===== src/rtl/lik_delay.sv =====
// fixed-depth delay line with shared stall enable
module lik_delay #(
   parameter int WIDTH = 8,
   parameter int DEPTH = 4
) (
   input  logic             clock,
   input  logic             en,
   input  logic [WIDTH-1:0] d,
   output logic [WIDTH-1:0] q
);

   logic [WIDTH-1:0] tap_ff [DEPTH];

   always_ff @(posedge clock) begin
      if (en) begin
         tap_ff[0] <= d;
         for (int i = 1; i < DEPTH; i++) begin
            tap_ff[i] <= tap_ff[i-1];
         end
      end
   end

   assign q = tap_ff[DEPTH-1];

endmodule


===== config.mk =====
export PLATFORM = sky130hd
export DESIGN_NAME = lik_delay
export DESIGN_NICKNAME = d
export VERILOG_FILES = /design/src/rtl/lik_delay.sv
export SDC_FILE = /design/constraint.sdc
export NUM_CORES = 1
export LEC_CHECK = 0
export BUFFER_PORTS_ARGS = -buffer_cell sky130_fd_sc_hd__buf_2
export CORE_MARGIN = 2
export CORE_UTILIZATION = 49
export CTS_BUF_LIST = sky130_fd_sc_hd__clkbuf_2 sky130_fd_sc_hd__clkbuf_4 sky130_fd_sc_hd__clkbuf_8
export DETAILED_ROUTE_END_ITERATION = 8
export HOLD_SLACK_MARGIN = 0.06
export PLACE_DENSITY = 0.79
export RECOVER_POWER = 100
export SLEW_MARGIN = 10
export SYNTH_ARGS = -nofsm -noshare
export SYNTH_HDL_FRONTEND = slang
export SYNTH_SLANG_ARGS = --single-unit

===== constraint.sdc =====
create_clock -name clock -period 0.8 [get_ports clock]
set_input_delay 0.08 -clock clock [delete_from_list [all_inputs] [get_ports clock]]
set_output_delay 0.08 -clock clock [all_outputs]
set_load 0.01 [all_outputs]

== Word-level counts from Yosys, hierarchy flattened ==
Memory sizes are Yosys's and may differ from the RTL's.
Cells that the tools add are included.

* Output and inout port bits: 8
* RAM bits: 32
* Input bits: 10
* Flip-flop bits (word level): 0
* Memories: 1
* Word-level logic and storage cells: 3

* Multiplexer cells: 2

{| class="wikitable"
|+ Memories
! memory !! words !! width !! rd ports !! clocked after Yosys merged registers in !! wr ports !! line !! text
|-
| tap_ff || 4 || 8 || 4 || 0 || 4 || 12 || <nowiki>logic [WIDTH-1:0] tap_ff [DEPTH];</nowiki>
|}

{| class="wikitable"
|+ Operators by type and width
! kind !! number
|-
| 1-bit 2-to-1 mux || 2
|}

== Logic depth before layout (Yosys ltp) ==
* Depth in word-level cells: 2
* Gate-level depth with buffers: 0
* Mapped depth without buffers: 0

== Least setup slack after synthesis ==
Ideal clock, no wire load.

* Path type: flip-flop to flip-flop
* Start: mem tap_ff[0][0]
* End: mem tap_ff[1][0], data pin
* Data arrival time: 0.323 ns
* Path buffers: 0
* Setup slack: 0.211 ns
* Stages on the path, launching flop included: 1
* Cells stage by stage: edfxtp_1

{| class="wikitable"
|+ RTL lines
! what !! line
|-
| start, declared || 12
|}

==> results.sh <==
export IMPL_num_rows=16
export IMPL_synth_compound_gate_area_share=0
export IMPL_report_final_hold_viol_count=0
export IMPL_groute_usage_overall=0.09889
export IMPL_die_w_um=48.29
export IMPL_drt_pass1_iterations=4
export IMPL_cts_tree="yes"
export IMPL_critical_path_slowest_cell="sky130_fd_sc_hd__edfxtp_1"
export IMPL_run_status="finished, violations left"
export IMPL_crit_required_ns=0.72
export IMPL_synth_cells=32
export IMPL_critPathLaunch="tap_ff[3][7]"
export IMPL_synthesis_to_layout_area_growth_pct=26.17
export IMPL_cts_htree_levels=2
export IMPL_synth_net_count=42
export IMPL_number_of_buffers_added_on_ports=17
export IMPL_max_cap_violations=0
export IMPL_critical_path_top_delay_family="flip-flops"
export IMPL_grt_overflow_total=0
export IMPL_rsz0062_at_grt="true"
export IMPL_final_setup_tns_ns=-0.6831
export IMPL_rr_worst_depth=0
export IMPL_max_slew_margin_rel=0.6016
export IMPL_crit_reg2reg_launch="tap_ff[2][3]"
export IMPL_yosys_cell_types_count=1
export IMPL_hp_class="in -> reg"
export IMPL_setup_violations_final=8
export IMPL_setup_worst_path_class="reg -> out"
export IMPL_gp_congestion=0.6028
export IMPL_synth_adder_area_share=0
export IMPL_first_pass_grt_wire_length_mm=1.345
export IMPL_postRouteWirelength_mm=1.011
export IMPL_initial_core_utilization=0.5053
export IMPL_final_min_clock_period_ns=0.8938
export IMPL_worstPathArrival_ns=0.81
export IMPL_vias=393
export IMPL_power_per_cell_area_nw_per_um2=2370
export IMPL_yosys_warnings=0
export IMPL_initial_antenna_violation_count=0
export IMPL_synth_area_per_cell_sq_um=30.03
export IMPL_synth_xor_area_frac=0
export IMPL_ir_drop_mv=1.321
export IMPL_dp_worst_setup_slack_ns=0.1159
export IMPL_fin_worst_skew_ns=0.007377
export IMPL_hold_path_cell_count=2
export IMPL_routed_via_density=4.226
export IMPL_yosysTopAreaCell="sky130_fd_sc_hd__edfxtp_1"
export IMPL_flip_flop_count_of_the_largest_register_all_copies_and_words_added=32
export IMPL_first_global_vias=346
export IMPL_postLayoutSetupSlackWorst_ns=-0.09379
export IMPL_synth_top_cell_area_share=1.000
export IMPL_max_flop_register="tap_ff"
export IMPL_dieArea_sq_um=2331
export IMPL_path_clk_slew_ns=0.09
export IMPL_endpoint_kind="output pin"
export IMPL_achievable_clock_frequency_mhz=1119
export IMPL_insertion_delay_ns=0.31
export IMPL_drtIter0Drc=1
export IMPL_async_reset_ff_frac=0
export IMPL_largest_net_degree_at_the_start_of_global_routing=27
export IMPL_critPathMaxFanout=1
export IMPL_cts_root_buf="sky130_fd_sc_hd__clkbuf_4"
export IMPL_fillerInstances=143
export IMPL_post_synth_mux_area_share=0
export IMPL_start_kind="register"
export IMPL_hold_start="en"
export IMPL_drcViolationCount=0
export IMPL_cts_buffers_inserted=5
export IMPL_path_cells="buf_2"
export IMPL_cts_post_setup_buffers_inserted=0
export IMPL_synth_edf_count=32
export IMPL_ys_dominant_reg_cell="sky130_fd_sc_hd__edfxtp_1"
export IMPL_postRouteAntennaNets=0
export IMPL_stage_delay_of_the_slowest_cell_on_the_critical_path_ns=0.36
export IMPL_hold_worst_slack_ns=0.2286
export IMPL_max_slew_worst_pin_slew_ns=0.5977
export IMPL_area_of_the_multi_input_gates_sq_um=0
export IMPL_clock_tree_buffer_depth=2
export IMPL_netlist_top_cells_count="32 x sky130_fd_sc_hd__edfxtp_1"
export IMPL_yosys_cell_count_top_type="sky130_fd_sc_hd__edfxtp_1"
export IMPL_cts_num_sinks=32
export IMPL_violations="negative setup slack"
export IMPL_nMultiInputCombCells=0
export IMPL_power_leakage_uw=0.0004422
export IMPL_avgRoutedWirePerCell_um=10.87
export IMPL_critical_path_n_buffers_inverters=1
export IMPL_maxSlewViolCount=0
export IMPL_nNetsFinal=76
export IMPL_cts_resized=0
export IMPL_synth_area_sq_um=960.9
export IMPL_synth_top_cells_by_area="sky130_fd_sc_hd__edfxtp_1 100%"
export IMPL_final_layout_size_suffix_gt1_frac=0.3333
export IMPL_die_height_um=48.29
export IMPL_finalCritPeriodShare=1.117
export IMPL_number_of_synthesized_register_bits=32
export IMPL_synthSimpleGateAreaFrac=0
export IMPL_largest_registers="tap_ff (32)"
export IMPL_top_level_ports=18
export IMPL_antenna_diode_count=0
export IMPL_placeableCoreArea_sq_um=1902
export IMPL_synth_sequential_area_ratio=1.000
export IMPL_cp_depth=1
## per-layer routing
layer | GRT usage | part of all wire
met1 | 0.08483 | 0.38
met2 | 0.1553 | 0.53
met3 | 0.06667 | 0.072
met4 | 0.08108 | 0.015
met5 | 0 | 0
## placed cells by master (no fill, tap or decap)
| master | count |
|---|---|
| sky130_fd_sc_hd__buf_2 | 16 |
| sky130_fd_sc_hd__clkbuf_1 | 2 |
| sky130_fd_sc_hd__clkbuf_2 | 1 |
| sky130_fd_sc_hd__clkbuf_4 | 5 |
| sky130_fd_sc_hd__clkinv_1 | 2 |
| sky130_fd_sc_hd__dlygate4sd3_1 | 8 |
| sky130_fd_sc_hd__edfxtp_1 | 32 |
## power breakdown
part	total [uW]	internal (uW)	switching, uW	leakage, uW
logic	113	56.9	55.9	0.000103
registers	2000	1970	25.0	0.000313
clock network	763	306	457	0.0000261
total	2870	2340	537	0.000442
## worst paths after layout
path | to | slack, ns
hold / removal | tap_ff[0][2] | 0.23
setup / recovery | q[7] | -0.09
hold reg to reg | tap_ff[3][0] | 0.42
setup reg to reg | tap_ff[3][3] | 0.16
## final cells by class
class	instances	area [sq um]	area share
flip-flops and latches	32	960.9	0.7926
repair buffers	27	172.7	0.1424
clock buffers	5	37.54	0.03096
well taps	27	33.78	0.02786
clock inverters	2	7.507	0.006192
## through the flow
| step | cell area [sq um] | utilization | std cells | power [uW] |
|---|---|---|---|---|
| 2_1_floorplan | 960.9 | - | 32 | 2043 |
| 3_3_place_gp | 1107 | 0.5822 | 78 | 2121 |
| 3_5_place_dp | 1107 | 0.5822 | 78 | 2136 |
| 4_1_cts | 1232 | 0.6480 | 93 | 2919 |
| 5_1_grt | 1212 | 0.6375 | 93 | 2993 |
| 6_report | 1212 | 0.6375 | 93 | 2873 |
## logic make-up (layout without fill, tap and decap cells)
logic type	after synthesis	in the layout
DFF	32	32
buffers and inverters	0	34
## what timing repair did
| action | in CTS | in global routing |
|---|---|---|
| hold buffers | 8 | 0 |
| endpoints found under the hold margin | 8 | 0 |
| endpoints found under the setup margin | 8 | 8 |
| pin swaps | 0 | 0 |
Note: power is estimated with default switching activity, not from simulation.
