### src/rtl/lik_pkg.sv
// shared types, constants and arctangent table for the leg inverse kinematics block
package lik_pkg;

   typedef struct packed {
      logic signed [23:0] target_x;
      logic signed [23:0] target_y;
      logic signed [23:0] target_z;
   } req_type;

   typedef struct packed {
      logic signed [15:0] hip_yaw;
      logic signed [15:0] femur_pitch;
      logic signed [15:0] knee_angle;
      logic [1:0]         reach_status;
   } rsp_type;

   typedef enum logic [1:0] {
      REACH_OK    = 2'd0,
      REACH_CLOSE = 2'd1,
      REACH_FAR   = 2'd2
   } reach_type;

   typedef enum logic [1:0] {
      CSR_COXA  = 2'd0,
      CSR_FEMUR = 2'd1,
      CSR_TIBIA = 2'd2
   } csr_type;

   localparam logic [15:0] COXA_RESET  = 16'd12800;
   localparam logic [15:0] FEMUR_RESET = 16'd25600;
   localparam logic [15:0] TIBIA_RESET = 16'd25600;

   localparam int CORDIC_W       = 46;
   localparam int CORDIC_IN_W    = 26;
   localparam int ANGLE_W        = 34;
   localparam int NORM_EXP       = 41;
   localparam int NORM_STAGES    = 6;
   localparam int CORDIC_FIX_LAT = 1 + NORM_STAGES;
   localparam int ATAN_ENTRIES   = 24;

   localparam int SQRT_IN_W  = 50;
   localparam int SQRT_OUT_W = 25;
   localparam int SQRT_LAT   = SQRT_OUT_W;

   localparam int DIV_NUM_W = 52;
   localparam int DIV_DEN_W = 42;
   localparam int DIV_Q_W   = 24;
   localparam int COS_W     = 26;
   localparam int DIV_LAT   = DIV_Q_W + 2;

   localparam logic signed [ANGLE_W-1:0] HALF_PI_Q30 = 34'sd1686629713;
   localparam logic signed [35:0]        PI_Q30      = 36'sd3373259426;
   localparam logic signed [35:0]        TWO_PI_Q30  = 36'sd6746518852;

   localparam logic [31:0] ATAN_Q30 [ATAN_ENTRIES] = '{
      32'h3243F6A8, 32'h1DAC6705, 32'h0FADBAFC, 32'h07F56EA6, 32'h03FEAB76, 32'h01FFD55B,
      32'h00FFFAAA, 32'h007FFF55, 32'h003FFFEA, 32'h001FFFFD, 32'h000FFFFF, 32'h0007FFFF,
      32'h0003FFFF, 32'h0001FFFF, 32'h0000FFFF, 32'h00007FFF, 32'h00003FFF, 32'h00001FFF,
      32'h00000FFF, 32'h000007FF, 32'h000003FF, 32'h000001FF, 32'h000000FF, 32'h0000007F
   };

endpackage

### src/rtl/lik_isqrt.sv
// pipelined floor integer square root, one root bit per stage
module lik_isqrt import lik_pkg::*; (
   input  logic                  clock,
   input  logic                  en,
   input  logic [SQRT_IN_W-1:0]  rad_in,
   output logic [SQRT_OUT_W-1:0] root_out
);

   localparam int N     = SQRT_OUT_W;
   localparam int REM_W = N + 2;

   logic [SQRT_IN_W-1:0] rad_ff  [N];
   logic [REM_W-1:0]     rem_ff  [N];
   logic [N-1:0]         root_ff [N];

   for (genvar j = 0; j < N; j++) begin : g_stage
      logic [SQRT_IN_W-1:0] prad;
      logic [REM_W-1:0]     prem;
      logic [N-1:0]         proot;
      logic [REM_W+1:0]     remt;
      logic [REM_W+1:0]     trial;
      logic                 ge;

      if (j == 0) begin : g_first
         assign prad  = rad_in;
         assign prem  = '0;
         assign proot = '0;
      end else begin : g_next
         assign prad  = rad_ff[j-1];
         assign prem  = rem_ff[j-1];
         assign proot = root_ff[j-1];
      end

      always_comb begin
         remt  = {prem, prad[SQRT_IN_W-1 -: 2]};
         trial = {REM_W'(proot), 2'b01};
         ge    = (remt >= trial);
      end

      always_ff @(posedge clock) begin
         if (en) begin
            rad_ff[j]  <= {prad[SQRT_IN_W-3:0], 2'b00};
            rem_ff[j]  <= ge ? REM_W'(remt - trial) : REM_W'(remt);
            root_ff[j] <= {proot[N-2:0], ge};
         end
      end
   end

   assign root_out = root_ff[N-1];

endmodule

### config.mk
export PLATFORM = sky130hd
export DESIGN_NAME = lik_isqrt
export DESIGN_NICKNAME = d
export VERILOG_FILES = /design/src/rtl/lik_pkg.sv /design/src/rtl/lik_isqrt.sv
export SDC_FILE = /design/constraint.sdc
export NUM_CORES = 2
export LEC_CHECK = 0
export BUFFER_PORTS_ARGS = -buffer_cell sky130_fd_sc_hd__buf_2
export CAP_MARGIN = 30
export CORE_MARGIN = 1
export CORE_UTILIZATION = 31
export CTS_BUF_LIST = sky130_fd_sc_hd__clkbuf_2
export DETAILED_ROUTE_END_ITERATION = 12
export REMOVE_ABC_BUFFERS = 1
export SLEW_MARGIN = 20
export SYNTH_ARGS = -nofsm -noshare
export SYNTH_HDL_FRONTEND = slang
export SYNTH_SLANG_ARGS = --single-unit
### constraint.sdc
create_clock -name clock -period 3.4 [get_ports clock]
set_input_delay 0.51 -clock clock [delete_from_list [all_inputs] [get_ports clock]]
set_output_delay 0.51 -clock clock [all_outputs]
set_load 0.1 [all_outputs]
# Word level (Yosys, flattened, before mapping)
# Memories as Yosys holds them, arrays and structs flattened.
# Index checks and enable logic that the tools add are counted.
[word_totals]
reg_bits = 0
ramBits = 2500
inputBits = 52
wordCells = 80
n_memories = 3
[memory_table]
columns = ["name", "words", "word_bits", "rd", "rd_clocked_by_memory_dff", "write_ports", "line", "text"]
rows = [
  ["rad_ff", 25, 48, 24, 0, 25, "lik_isqrt.sv:12", "logic [SQRT_IN_W-1:0] rad_ff [N];"],
  ["rem_ff", 25, 27, 24, 0, 25, "lik_isqrt.sv:13", "logic [REM_W-1:0] rem_ff [N];"],
  ["root_ff", 25, 25, 25, 0, 25, "lik_isqrt.sv:14", "logic [N-1:0] root_ff [N];"],
]
[classes]
add_sub_neg = 25
magnitude_cmp = 25
muxes = 27
[op_table]
columns = ["operator", "n"]
rows = [
  ["29-bit by 27-bit >= comparator with 1-bit output", 24],
  ["27-bit two-way mux", 25],
  ["27-bit subtractor", 24],
  ["2-bit by 1-bit subtractor with 3-bit output (second input constant)", 1],
  ["2-bit by 1-bit >= comparator with 1-bit output (second input constant)", 1],
  ["1-bit two-way mux", 2],
]

# Longest topological paths before layout
# An unclocked memory read counts as a cell.
[depth]
word_depth = 3
mapped_depth = 14
mapped_depth_nobuf = 11

# Worst setup path before layout
# OpenSTA, ideal clock, no wires.
[synth_timing]
path_type = "register -> register"
from = "memory rem_ff[5][56] (netlist name)"
to = "memory rem_ff[5][107] (netlist name), data pin"
t_arrival_ns = 2.814
t_required_ns = 3.140
path_slack_ns = 0.326
stages_incl_launch_ff = 11
n_path_buf = 1
period_less_slack_ns = 3.074
cell_sequence = "edfxtp_1 ha_1 or3_1 o22ai_1 o221ai_1 a211o_1 a41o_1 a31oi_2 buf_2 nor2_1 mux2_2"
[synth_rtl]
columns = ["element", "line"]
rows = [
  ["start, declared", "lik_isqrt.sv:13"],
]

==> results.cfg <==
[synth]
async_reset_ff_share_pct = 0
netlist_area_um2 = 71800
synth_flop_cell = edfxtp_1
ys_warn_count = 0
synth-edff-count = 1536
ys_ff_latch = 1536
syn_inst = 5587
yosysUniqueCellTypes = 91
syn_avg_cell_area_um2 = 12.9
ys_seq_area_share_pct = 64.2

[critical_path]
path_max_fanout = 28
path_class = reg2reg
crit_required_ns = 4.82
path_delay_family = simple AND/OR/NAND/NOR gates
max_stage_delay_ns = 0.61
cp.buffers_inverters = 1
arrival_ns = 4.75
rrSetupSlack_ns = 0.07
start_kind = flop
endpoint_kind = flop
path_cells = ha_1 -> and3_1 -> nand4_1 -> nor3_1 -> a21oi_1 -> nand3_1 -> buf_4 -> mux2_2
crit_slowest_cell = nor3_1

[floorplanning]
die_x_um = 483
die-area_um2 = 234000
core-area_um2 = 230000
rows = 176
die_h_um = 483
start_util_pct = 31.2
io-pin-count = 77

[sta]
max-slew-margin-rel_pct = 25.4
finalSetupViolCount = 0
fin_crit_sh_pct = 97.8
maxSlewViolCount = 0
worstMarginPinSlew_ns = 1.12
finalCriticalPeriod_ns = 3.33
fmax_ghz = 0.301
grt_setup_unrepaired = yes
timing.final.ws_setup_ns = 0.0737
fin_skew_ns = 0.315
final-hold-violation-count = 0

[routing]
drc = 0
wl_per_cell_um = 15.2
drtIter0Drc = 3039
wl_um = 147000
vias = 45300
viasPerCell = 4.71
drtPass1Iterations = 6
antenna_left = 0

[clock_network]
root_buffer = clkbuf_2
path_clk_slew_ns = 0.12
cts-buffers-inserted = 410
clock_latency_ns = 1.95
htreeDepth = 5
clockBufferDepth = 4
tritoncts = yes
cts_sinks = 1536

[global_routing]
grt.total_usage_pct = 12.2
grt_remaining_overflow = 0
grt_pass1_vias = 45400
grt_first_pass_wirelength_um = 233000
grt_antenna_before_repair = 3
grt_max_degree = 110

[outcome]
status = finished clean

[cells_and_area]
final_util_pct = 35.9
stdcell_area_um2 = 82500
syn_to_final_growth_pct = 14.9
layout-drive-gt1-share_pct = 14.6
nNetsFinal = 6701

[placement]
portBuffers = 76
dpl.hpwl_um = 102000
dpl_cell_area_um2 = 77000
gp_congestion = 0.906
dp_worst_setup_slack_ns = 0.0955

[pwr]
clkPwrFrac_pct = 26.8
power.internal_uw = 32500
p_leak_uw = 0.0317
switching_share_pct = 30.2
comb_power_share_pct = 19.4
power_density_nw_per_um2 = 563
ir_drop_uv = 367
seqPwrFrac_pct = 53.7
switchingPower_uw = 14000

[run]
cap_violations = 0

[worst_hold_path]
min_path_type = reg2reg
registers in the layout (all words and copies together) (netlist names):
signal and cells:
rad_ff 600, root_ff 325, rem_ff 611
final timing paths:
check                        end  depth (start not counted)          start
hold reg to reg   rad_ff[0][107]                          0  rad_ff[0][57]
setup reg to reg   rem_ff[2][87]                          8  rem_ff[2][63]
setup / recovery   rem_ff[2][87]                          8  rem_ff[2][63]
hold / removal    rad_ff[0][107]                          0  rad_ff[0][57]
worst register-to-register path: stages (launching register included):
cell and delay [ns]:
edfxtp_1 0.44, ha_1 0.39, and3_1 0.28, nand4_1 0.11, nor3_1 0.61, a21oi_1 0.19
nand3_1 0.12, buf_4 0.34, mux2_2 0.42
logic make-up (layout without fill, tap and decap cells):
| logic type | Yosys count | count (layout) | share of synthesized area, % |
|---|---|---|---|
| simple gates | 1500 | 1500 | 10.5 |
| flops | 1536 | 1536 | 64.2 |
| compound gates | 1117 | 1117 | 9.73 |
| fa+ha+maj | 352 | 352 | 6.13 |
| xor+xnor | 485 | 485 | 5.92 |
| mux | 33 | 33 | 0.495 |
| buf+inv | 563 | 1557 | 3.00 |
| other cells | 1 | 9 | 0.00522 |
placed cells by master, fill, tap and decap left out, types with 59 or more instances in the layout:
master,instances
inv_1,451
xor2_1,256
a21o_1,110
buf_4,134
nand2_1,457
xnor2_1,229
clkinv_1,89
o21ai_0,338
nor4_1,94
nor2_1,274
dlygate4sd3_1,168
nand2b_1,59
nand4_1,72
ha_1,352
clkbuf_2,566
buf_2,75
o21a_1,76
edfxtp_1,1536
nor3_1,145
nand3_1,86
a21oi_1,272
layout make-up:
| type | instances | area (um2) |
|---|---|---|
| Inverter | 454 | 1710 |
| Antenna cell | 8 | 20.0 |
| Timing Repair Buffer | 407 | 3610 |
| Tap cell | 3026 | 3790 |
| Fill cell | 22200 | 148000 |
| Clock inverter | 130 | 731 |
| Clock buffer | 566 | 2830 |
| Sequential cell | 1536 | 46100 |
| Multi-Input combinational cell | 3488 | 23700 |
layer usage:
layer  wire length (um)  up-vias  global-route usage (%)
met3               7110      415                    2.67
li1                   -    22400                       -
met1              62500    21200                    14.6
met2              70300     1210                    20.4
met4               6710        0                    6.75
met5                  0        -                       0
through the flow:
stage          TNS (ns)  hold slack (ns)  cells  total power (uW)
3_5_place_dp          0            0.405   8730             34100
4_1_cts               0           0.0759   9595             47200
3_3_place_gp          0            0.400   8730             34000
5_1_grt         -0.0859            0.212   9614             49400
6_report              0            0.268   9615             46500
2_1_floorplan   -104.38            0.400   5478             31200
Yosys cell counts, drive strengths merged, types with 7 or more instances:
| master | count | area (um2) |
|---|---|---|
| o21bai | 33 | 248 |
| o41ai | 7 | 61.3 |
| a31oi | 33 | 213 |
| mux2i | 13 | 130 |
| nor2b | 51 | 319 |
| nand3 | 86 | 430 |
| nand3b | 12 | 90.1 |
| a21o | 110 | 826 |
| inv | 453 | 1700 |
| and2 | 19 | 119 |
| nor4 | 101 | 674 |
| a21boi | 18 | 139 |
| a21oi | 272 | 1360 |
| o21ai | 346 | 1730 |
| and4 | 11 | 96.3 |
| buf | 21 | 119 |
| nor2 | 278 | 1050 |
| a211oi | 43 | 323 |
| a2111oi | 17 | 165 |
| xor2 | 256 | 2240 |
| nand4 | 72 | 450 |
| a311oi | 7 | 61.3 |
| a31o | 7 | 61.3 |
| nand4b | 10 | 87.6 |
| or2 | 28 | 175 |
| or4 | 50 | 387 |
| mux2 | 20 | 225 |
| nor3 | 153 | 776 |
| clkbuf | 88 | 332 |
| xnor2 | 229 | 2010 |
| and3 | 30 | 188 |
| o211ai | 17 | 128 |
| nor3b | 10 | 75.1 |
| o31ai | 56 | 420 |
| ha | 352 | 4400 |
| nand2b | 60 | 375 |
| o2111ai | 11 | 96.3 |
| a211o | 12 | 105 |
| edfxtp | 1536 | 46100 |
| or3 | 46 | 288 |
| o21a | 76 | 571 |
| nor4b | 12 | 105 |
| nand2 | 457 | 1720 |
power groups by stage:
stage	Combinational (uW)	Clock, uW	Sequential, uW
5_1_grt	10100	14100	25200
3_3_place_gp	8610	0	25400
4_1_cts	8940	13200	25000
6_report	9040	12500	25000
2_1_floorplan	6270	0	24900
3_5_place_dp	8740	0	25400
repair_timing:
action	CTS	global route
endpoints found under the setup margin	4	85
pin swaps	0	5
endpoints found under the hold margin	1587	0
setup buffers	0	11
resized for setup	2	37
hold buffers	169	0
Note: power is estimated with default switching activity, not from simulation.
